**src/rtl/core/dag_task_completion_times_assert.svh**
```systemverilog
// Assertion macros for the task completion time block
`ifndef DAG_TASK_COMPLETION_TIMES_ASSERT_SVH
`define DAG_TASK_COMPLETION_TIMES_ASSERT_SVH

// Check a property on every clock edge outside reset
`define DTCT_ASSERT(lbl, prop, msg) \
  lbl: assert property (@(posedge clk_i) disable iff (!rst_ni) (prop)) else $error(msg);

// Check that a condition implies another in the next cycle
`define DTCT_ASSERT_NEXT(lbl, pre, post, msg) \
  lbl: assert property (@(posedge clk_i) disable iff (!rst_ni) (pre) |=> (post)) \
    else $error(msg);

`endif

```
**src/rtl/core/dtct_ram.sv**
```systemverilog
module dtct_ram #(
  parameter int unsigned Depth = 64,
  parameter int unsigned Width = 8
) (
  input  logic                     clk_i,
  input  logic                     we_i,
  input  logic [$clog2(Depth)-1:0] waddr_i,
  input  logic [Width-1:0]         wdata_i,
  input  logic [$clog2(Depth)-1:0] raddr_i,
  output logic [Width-1:0]         rdata_o
);

  logic [Width-1:0] mem_q [Depth];
  logic [Width-1:0] rdata_q;

  always_ff @(posedge clk_i) begin
    if (we_i) begin
      mem_q[waddr_i] <= wdata_i;
    end
    rdata_q <= mem_q[raddr_i];
  end

  assign rdata_o = rdata_q;

endmodule

```
**config.mk**
```make
export PLATFORM = sky130hd
export DESIGN_NAME = dtct_ram
export DESIGN_NICKNAME = d
export VERILOG_FILES = /design/src/rtl/core/dag_task_completion_times_assert.svh /design/src/rtl/core/dtct_ram.sv
export SDC_FILE = /design/constraint.sdc
export NUM_CORES = 1
export LEC_CHECK = 0
export ABC_AREA = 0
export BUFFER_PORTS_ARGS = -buffer_cell sky130_fd_sc_hd__buf_2
export CAP_MARGIN = 20
export CORE_MARGIN = 5
export CORE_UTILIZATION = 62
export DETAILED_ROUTE_END_ITERATION = 8
export PLACE_DENSITY = 0.88
export SYNTH_ARGS = -nofsm -noshare
export SYNTH_HDL_FRONTEND = slang
export SYNTH_SLANG_ARGS = --single-unit
```
**constraint.sdc**
```tcl
create_clock -name clk_i -period 2.4 [get_ports clk_i]
set_input_delay 0.36 -clock clk_i [delete_from_list [all_inputs] [get_ports clk_i]]
set_output_delay 0.36 -clock clk_i [all_outputs]
set_load 0.005 [all_outputs]
```
==> results of run 1 <==
synthesized netlist by cell type (4+ instances only):
cell type and number:
o221ai_1 8, o22ai_1 8, buf_6 4, nand2b_1 7
dfxtp_1 8, buf_2 11, buf_4 13, buf_1 4
nand3_1 13, clkbuf_1 17, mux2_2 13, nor2_1 83
edfxtp_1 512, nor2b_1 14, mux4_2 126, a221oi_1 6
a211oi_1 4, nand2_1 19, nor3_1 7, mux2i_1 23
stage by stage:
step	hold WS [ns]	area, um^2	setup TNS [ns]	instances
6_report	0.2795	23200	0	1572
3_3_place_gp	0.7894	21690	-0.3228	1489
3_5_place_dp	0.7927	21690	-0.4825	1489
5_1_grt	0.2977	23200	0	1572
2_1_floorplan	0.4589	20170	0	940
4_1_cts	0.2586	23180	0	1571
worst paths after layout:
check / from / end / slack [ns] / cells after the start
setup / recovery: mem_q[17][4] / rdata_o[4] / 0.06 / 5
hold / removal: wdata_i[1] / mem_q[62][1] / 0.28 / 1
setup reg to reg: mem_q[17][4] / rdata_o[4] / 0.06 / 5
hold reg to reg: mem_q[23][0] / rdata_o[0] / 0.91 / 4
sequential cells by signal, indices dropped and copies added, names as in the netlist:
register / cells
mem_q: 512
rdata_o: 8
routing by layer:
metal	up-vias	GRT usage (%)
li1	4231	-
met1	5450	38.42
met2	858	45.36
met3	177	6.628
met4	6	10.77
met5	-	0
power by group through the flow:
stage                     Sequential, W  Combinational (W)  Clock, W
final                            0.0101            0.00104   0.00737
after global routing             0.0101            0.00109   0.00781
after CTS                        0.0101            0.00102   0.00740
after detailed placement         0.0103           0.000997         0
after global placement           0.0103           0.000951         0
after floorplan                  0.0103           0.000536         0
cells by family after synthesis:
family	share of synthesized area, %
compound gates	2.072
buf+inv	1.570
flops	77.03
mux	15.94
simple gates	3.387
cell type report:
cell class              count  area (um^2)
clock buffers              62         1285
clock inverters            20        206.4
fillers                  1746         9084
multi-input cells         369         4315
flip-flops and latches    520        15530
well taps                 442        553.0
repair buffers            159         1310
critical path: stages (launching register included):
cell,delay [ns]
edfxtp_1,0.41
mux4_2,0.48
mux2_2,0.29
o221a_2,0.29
nor3_1,0.51
o32ai_1,0.22
placed cells by master, fill, tap and decap left out, types with 4 or more instances in the layout:
cell / count
edfxtp_1: 512
mux4_2: 126
buf_4: 118
nor2_1: 83
clkbuf_16: 49
buf_2: 26
mux2i_1: 23
nand2_1: 19
nor2b_1: 14
buf_12: 14
mux2_2: 13
nand3_1: 13
clkbuf_1: 12
o221ai_1: 8
o22ai_1: 8
dfxtp_1: 8
nand2b_1: 7
nor3_1: 7
a221oi_1: 6
clkinv_2: 6
clkinvlp_4: 5
clkinv_1: 5
a211oi_1: 4
bufinv_16: 4
==> summary.txt, run 1 <==
Route
  – Drt initial violations: approximately 1,900
  – Met3 wire len: slightly below 6000 um
  – Avg WL per Cell: 31.40 um
  – Via density: about 6.8
  – Total Wirelength: between 40,000 and 50,000 um
  – DR vias: ~11,000
  – Pre-antenna DRT Iters: 7
  – Detail Route Antenna Nets: 0
  – Met2 wire length: 24,360 um
  – DRC Markers: 0
  – M1 wire length: 16,800 um
  – Highest routed layer: met5

Final layout
  – Final core occ: a little under three quarters
  – Syn-to-layout area delta: 15.06%
  – Antenna fix cells: 0
  – Layout cell share with drive strength beyond 1: about a third
  – Layout Nets: approximately 1,100

Place
  – Routability-driven placement congestion ratio: just under 0.9
  – Port buffer count: 29
  – HPWL after detailed placement: between 30,000 and 40,000 um
  – Post-Place Setup Slack: -0.1947 ns

Outcome
  – Status: finished, final reports clean

Synth
  – Synth cell types: 40
  – Mean Syn Cell Area: 21.45 um^2
  – Post-Syn Nets: ~960
  – EDFF count, synth: 512
  – Seq cells post-synth: 520
  – Syn Std Cell Area: roughly 20,000 um^2
  – Cell count after synthesis: 940
  – Ys async rst share: 0%
  – Post-synth top area share: roughly three quarters
  – Synth warn: 0
  – Ranking of synthesized cells by area: edfxtp_1 (76%), mux4_2 (14%), nor2_1 (1.5%)
  – Largest area contributor in the netlist: edfxtp_1
  – Ys flop type: edfxtp_1
  – Sequential cell area fraction in the yosys report: around 77%

Die
  – Core Box Area: about 32,000 um^2
  – Initial core utilization: 62.46%
  – Die width: around 190 um
  – I/O pins: 30
  – # rows: between 60 and 70
  – Die H: 190.4 um
  – Die area: between 30,000 and 40,000 um^2

Power and ir drop
  – Clock network fraction of total power: 39.8%
  – Comb pwr share: around 5.6%
  – PwrDens: about 800 nW/um^2
  – Worst VDD drop: approximately 0.86 mV
  – Sw frac: between 20% and 30%
  – Pint: 0.01466 W
  – Pleak: around 7.5 nW
  – Total power: between 0.015 and 0.02 W
  – Reg power frac: ~55%
  – Net Sw Power: 0.003836 W

Worst setup path
  – Crit-path max FO: 1
  – Worst EP required: ~2.8 ns
  – Type of element capturing the critical path: flop
  – Critical path arrival: 2.75 ns
  – CP startpoint kind: flop
  – Crit path kind: reg2reg

Timing
  – Fmax: 0.4265 GHz
  – Period Utilization, post-route: 97.70%
  – PnR worst setup slack: 0.05513 ns
  – Final Hold Viols: 0
  – Max_slew headroom: between 40 and 50%
  – Max-slew violations: 0
  – Final Skew: between 0.015 and 0.02 ns
  – Post-layout min period: roughly 2.3 ns
  – Unrepaired setup endpoints after global routing: no
  – # setup viols final: 0
  – Worst-Margin Slew: approximately 0.77 ns

GRT
  – Total GRT Usage: 28.17%
  – Largest net degree at the start of global routing: 65
  – Grt ovf: 0
  – First-pass GRT wire length: ~74,000 um
  – Vias in the first global route: ~11,000
  – Initial antenna violation count: 3

Clock tree
  – Post_cts resized: 0
  – Clock Sinks: 520
  – CTS root buf: clkbuf_16
  – CTS H-tree lvls: 2
  – CTS Hold Bufs: 0
  – CTS tree: built
  – TritonCTS Buffers: 48
  – Clock tree buffer depth: 3
  – Post CTS Setup Buffer Count: 0
  – Reg clk slew, reported paths: ~0.060 ns
  – Worst skew pair latency: between 0.5 and 0.6 ns

Worst hold path
  – Hold WC Path Type: in2reg

Flow run
  – Max cap viols: 0
Note: power is estimated with default switching activity, not from simulation.
==> inputs of run 2 (changes only) <==
- ABC_AREA: 0 -> 1
- CORE_UTILIZATION: 62 -> 63
- PLACE_DENSITY: 0.88 -> 0.89
==> run 2 against run 1 <==
  * Largest power group unchanged
  * Cell area rose by 2.8%
  * Critical path depth rose by 1
  * Sequential share of layout area fell by 1.8 points
  * Power rose by 0.73%
  * Combinational power rose by 19%
  * Critical endpoint is now mem_q[37][0]
  * Clock power fell by 0.9%
  * Non-clock buffer count fell by 20
  * Worst setup slack improved by 0.81 ns
  * First-iteration DRC count rose by 49%
  * Via count rose by 40%
==> summary.txt, run 2 <==
Place
  – Port buffer count: 29 (unchanged)
  – HPWL after detailed placement: 32,280 um (+6.5%)
  – Routability-driven placement congestion ratio: 0.9272 (+4.7%)
  – Post-Place Setup Slack: 0.3617 ns (+0.5564 ns)

Synth
  – Largest area contributor in the netlist: edfxtp_1
  – Post-synth top area share: 72.05% (-4.2 points)
  – Sequential cell area fraction in the yosys report: 72.80% (-4.2 points)
  – Synth cell types: 16 (-60%)
  – Seq cells post-synth: 520 (unchanged)
  – Post-Syn Nets: 1,827 (+90%)
  – Synth warn: 0 (unchanged)
  – Synth cell count leaders: nand2_1 (648), edfxtp_1 (512), nand3_1 (439)
  – Ys async rst share: 0% (unchanged)
  – Top-count cell post-synth: nand2_1
  – Mean Syn Cell Area: 11.82 um^2 (-45%)
  – EDFF count, synth: 512 (unchanged)
  – Ys flop type: edfxtp_1
  – Syn Std Cell Area: 21,340 um^2 (+5.8%)
  – Cell count after synthesis: 1,805 (+92%)
  – Ranking of synthesized cells by area: edfxtp_1 (72%), nand2_1 (11%), nand3_1 (10%)

Power and ir drop
  – Clock network fraction of total power: 39.2% (-0.6 points)
  – PwrDens: 781.2 nW/um^2 (-2.0%)
  – Sw frac: 22.31% (+1.6 points)
  – Comb pwr share: 6.7% (+1.1 points)
  – Pleak: 8.769 nW (+17%)
  – Reg power frac: 54.1% (-0.4 points)
  – Worst VDD drop: 0.5296 mV (-39%)
  – Net Sw Power: 0.004155 W (+8.3%)
  – Pint: 0.01447 W (-1.3%)

Die
  – Die width: 194.0 um (+1.9%)
  – I/O pins: 30 (unchanged)
  – Initial core utilization: 63.80% (+1.3 points)
  – Die area: 37,650 um^2 (+3.9%)
  – Core Box Area: 33,450 um^2 (+3.6%)
  – Die H: 194.0 um (+1.9%)
  – # rows: 67 (+1.5%)

Clock tree
  – CTS H-tree lvls: 2 (unchanged)
  – Clock Sinks: 520 (unchanged)
  – Reg clk slew, reported paths: 0.07 ns (about the same)
  – Post CTS Setup Buffer Count: 0 (unchanged)
  – Worst skew pair latency: 0.56 ns (about the same)
  – Clock tree buffer depth: 3 (unchanged)
  – CTS tree: built
  – CTS Hold Bufs: 0 (unchanged)
  – CTS root buf: clkbuf_16
  – TritonCTS Buffers: 50 (+4.2%)
  – Post_cts resized: 0 (unchanged)

Timing
  – Final Hold Viols: 0 (unchanged)
  – Max_slew headroom: 55.76% (+7.2 points)
  – # setup viols final: 0 (unchanged)
  – Max-slew violations: 0 (unchanged)
  – Post-layout min period: 1.535 ns (-0.8097 ns)
  – PnR worst setup slack: 0.8648 ns (+0.8097 ns)
  – Hold_ws: 0.1606 ns (-0.1188 ns)
  – Unrepaired setup endpoints after global routing: no
  – Setup TNS: 0 ns (unchanged)
  – Final Skew: 0.01728 ns (-0.0003025 ns)
  – Fmax: 0.6514 GHz (+53%)
  – Worst-Margin Slew: 0.6636 ns (-0.1082 ns)
  – Period Utilization, post-route: 63.97% (-34 points)

Worst setup path
  – Critical path arrival: 1.79 ns (-0.96 ns)
  – Worst path cell trace: buf_2 -> inv_1 -> nand4_1 -> buf_4 -> nor2_1 -> buf_4
  – Slowest stage cell, crit path: nand4_1
  – Worst EP required: 2.65 ns (-0.16 ns)
  – Slowest stage delay, CP: 0.41 ns (-0.10 ns)
  – Type of element capturing the critical path: flop
  – Crit path kind: in2reg
  – CP most frequent cell: buf_4
  – CP startpoint kind: primary input
  – Crit-path max FO: 9 (+8)

Final layout
  – Layout cell share with drive strength beyond 1: 10.92% (-21 points)
  – Layout Nets: 1,905 (+70%)
  – Syn-to-layout area delta: 11.74%
  – Max FFs per register: 512 (unchanged)
  – Most flops, register: mem_q
  – Fillers: 1,978 (+13%)
  – Commonest non-fill, non-tap cell in the layout: nand2_1
  – Commonest cells after routing, fill and taps aside: nand2_1 (648), edfxtp_1 (512), nand3_1 (439)

GRT
  – First-pass GRT wire length: 83,700 um (+13%)
  – Initial antenna violation count: 4 (+1)
  – Largest net degree at the start of global routing: 142 (+120%)
  – Grt ovf: 0 (unchanged)
  – Total GRT Usage: 28.41% (+0.24 points)
  – Vias in the first global route: 14,810 (+34%)

Worst hold path
  – Hold WC Path Type: in2reg

Route
  – DRC Markers: 0 (unchanged)
  – DR vias: 15,030 (+40%)
  – Detail Route Antenna Nets: 0 (unchanged)
  – Pre-antenna DRT Iters: 7 (unchanged)
  – Avg WL per Cell: 22.82 um (-27%)
  – Total Wirelength: 54,180 um (+9.7%)
  – Drt initial violations: 2,765 (+49%)
  – Via density: 6.332 (-7.2%)

Outcome
  – Status: finished, final reports clean

Flow run
  – Max cap viols: 0 (unchanged)
run 2: worst paths after layout:
check                from           end  slack, ns  depth (start not counted)
max            waddr_i[1]  mem_q[37][0]       0.86                          6
min            raddr_i[5]    rdata_o[3]       0.16                          3
max reg2reg   mem_q[6][3]    rdata_o[3]       0.99                          8
min reg2reg  mem_q[38][7]    rdata_o[7]       0.85                          8
run 2: routing by layer:
layer  track usage, %  wire [um]  vias up
met3            5.265       6168      266
li1                 -          -     6499
met5                0          7        -
met4            14.64       3249        2
met1            37.43      18720     7095
met2            45.85      26030     1169
run 2: worst max-delay path, delay by kind of cell:
kind | cells | cell delay (ns)
and+or+nand+nor | 2 | 0.50
buffers and inverters | 4 | 0.91
run 2: cell families (layout without fill, tap and decap cells):
logic type,after synthesis,count (layout),synth area share [%]
simple gates,1160,1160,23.18
flops,520,520,72.80
buf+inv,125,243,4.022
other cells,0,3,0
run 2: layout make-up:
class,instances,area (um^2),area share [%]
sequential,520,15530,65.15
multi-input combinational,1160,4946,20.74
clock buffer,65,1359,5.699
timing repair buffer,139,1230,5.158
tap,448,560.5,2.351
clock inverter,27,153.9,0.6454
inverter,12,52.55,0.2204
antenna,3,7.507,0.03148
run 2: power by group through the flow:
stage,sequential [W],combinational (W),clock [W]
2_1_floorplan,0.0103,0.000706,0
3_3_place_gp,0.0103,0.00115,0
3_5_place_dp,0.0103,0.00119,0
4_1_cts,0.0101,0.00121,0.00733
5_1_grt,0.0101,0.00133,0.00773
6_report,0.0101,0.00124,0.00730
run 2: per-stage QoR:
stage	util (%)	instance area (um^2)	total power (W)	cells
6_report	71.29	23840	0.01863	2374
4_1_cts	71.26	23840	0.01862	2371
3_5_place_dp	66.74	22320	0.01147	2279
3_3_place_gp	66.74	22320	0.01142	2279
2_1_floorplan	-	21340	0.01097	1805
5_1_grt	71.29	23840	0.01915	2374
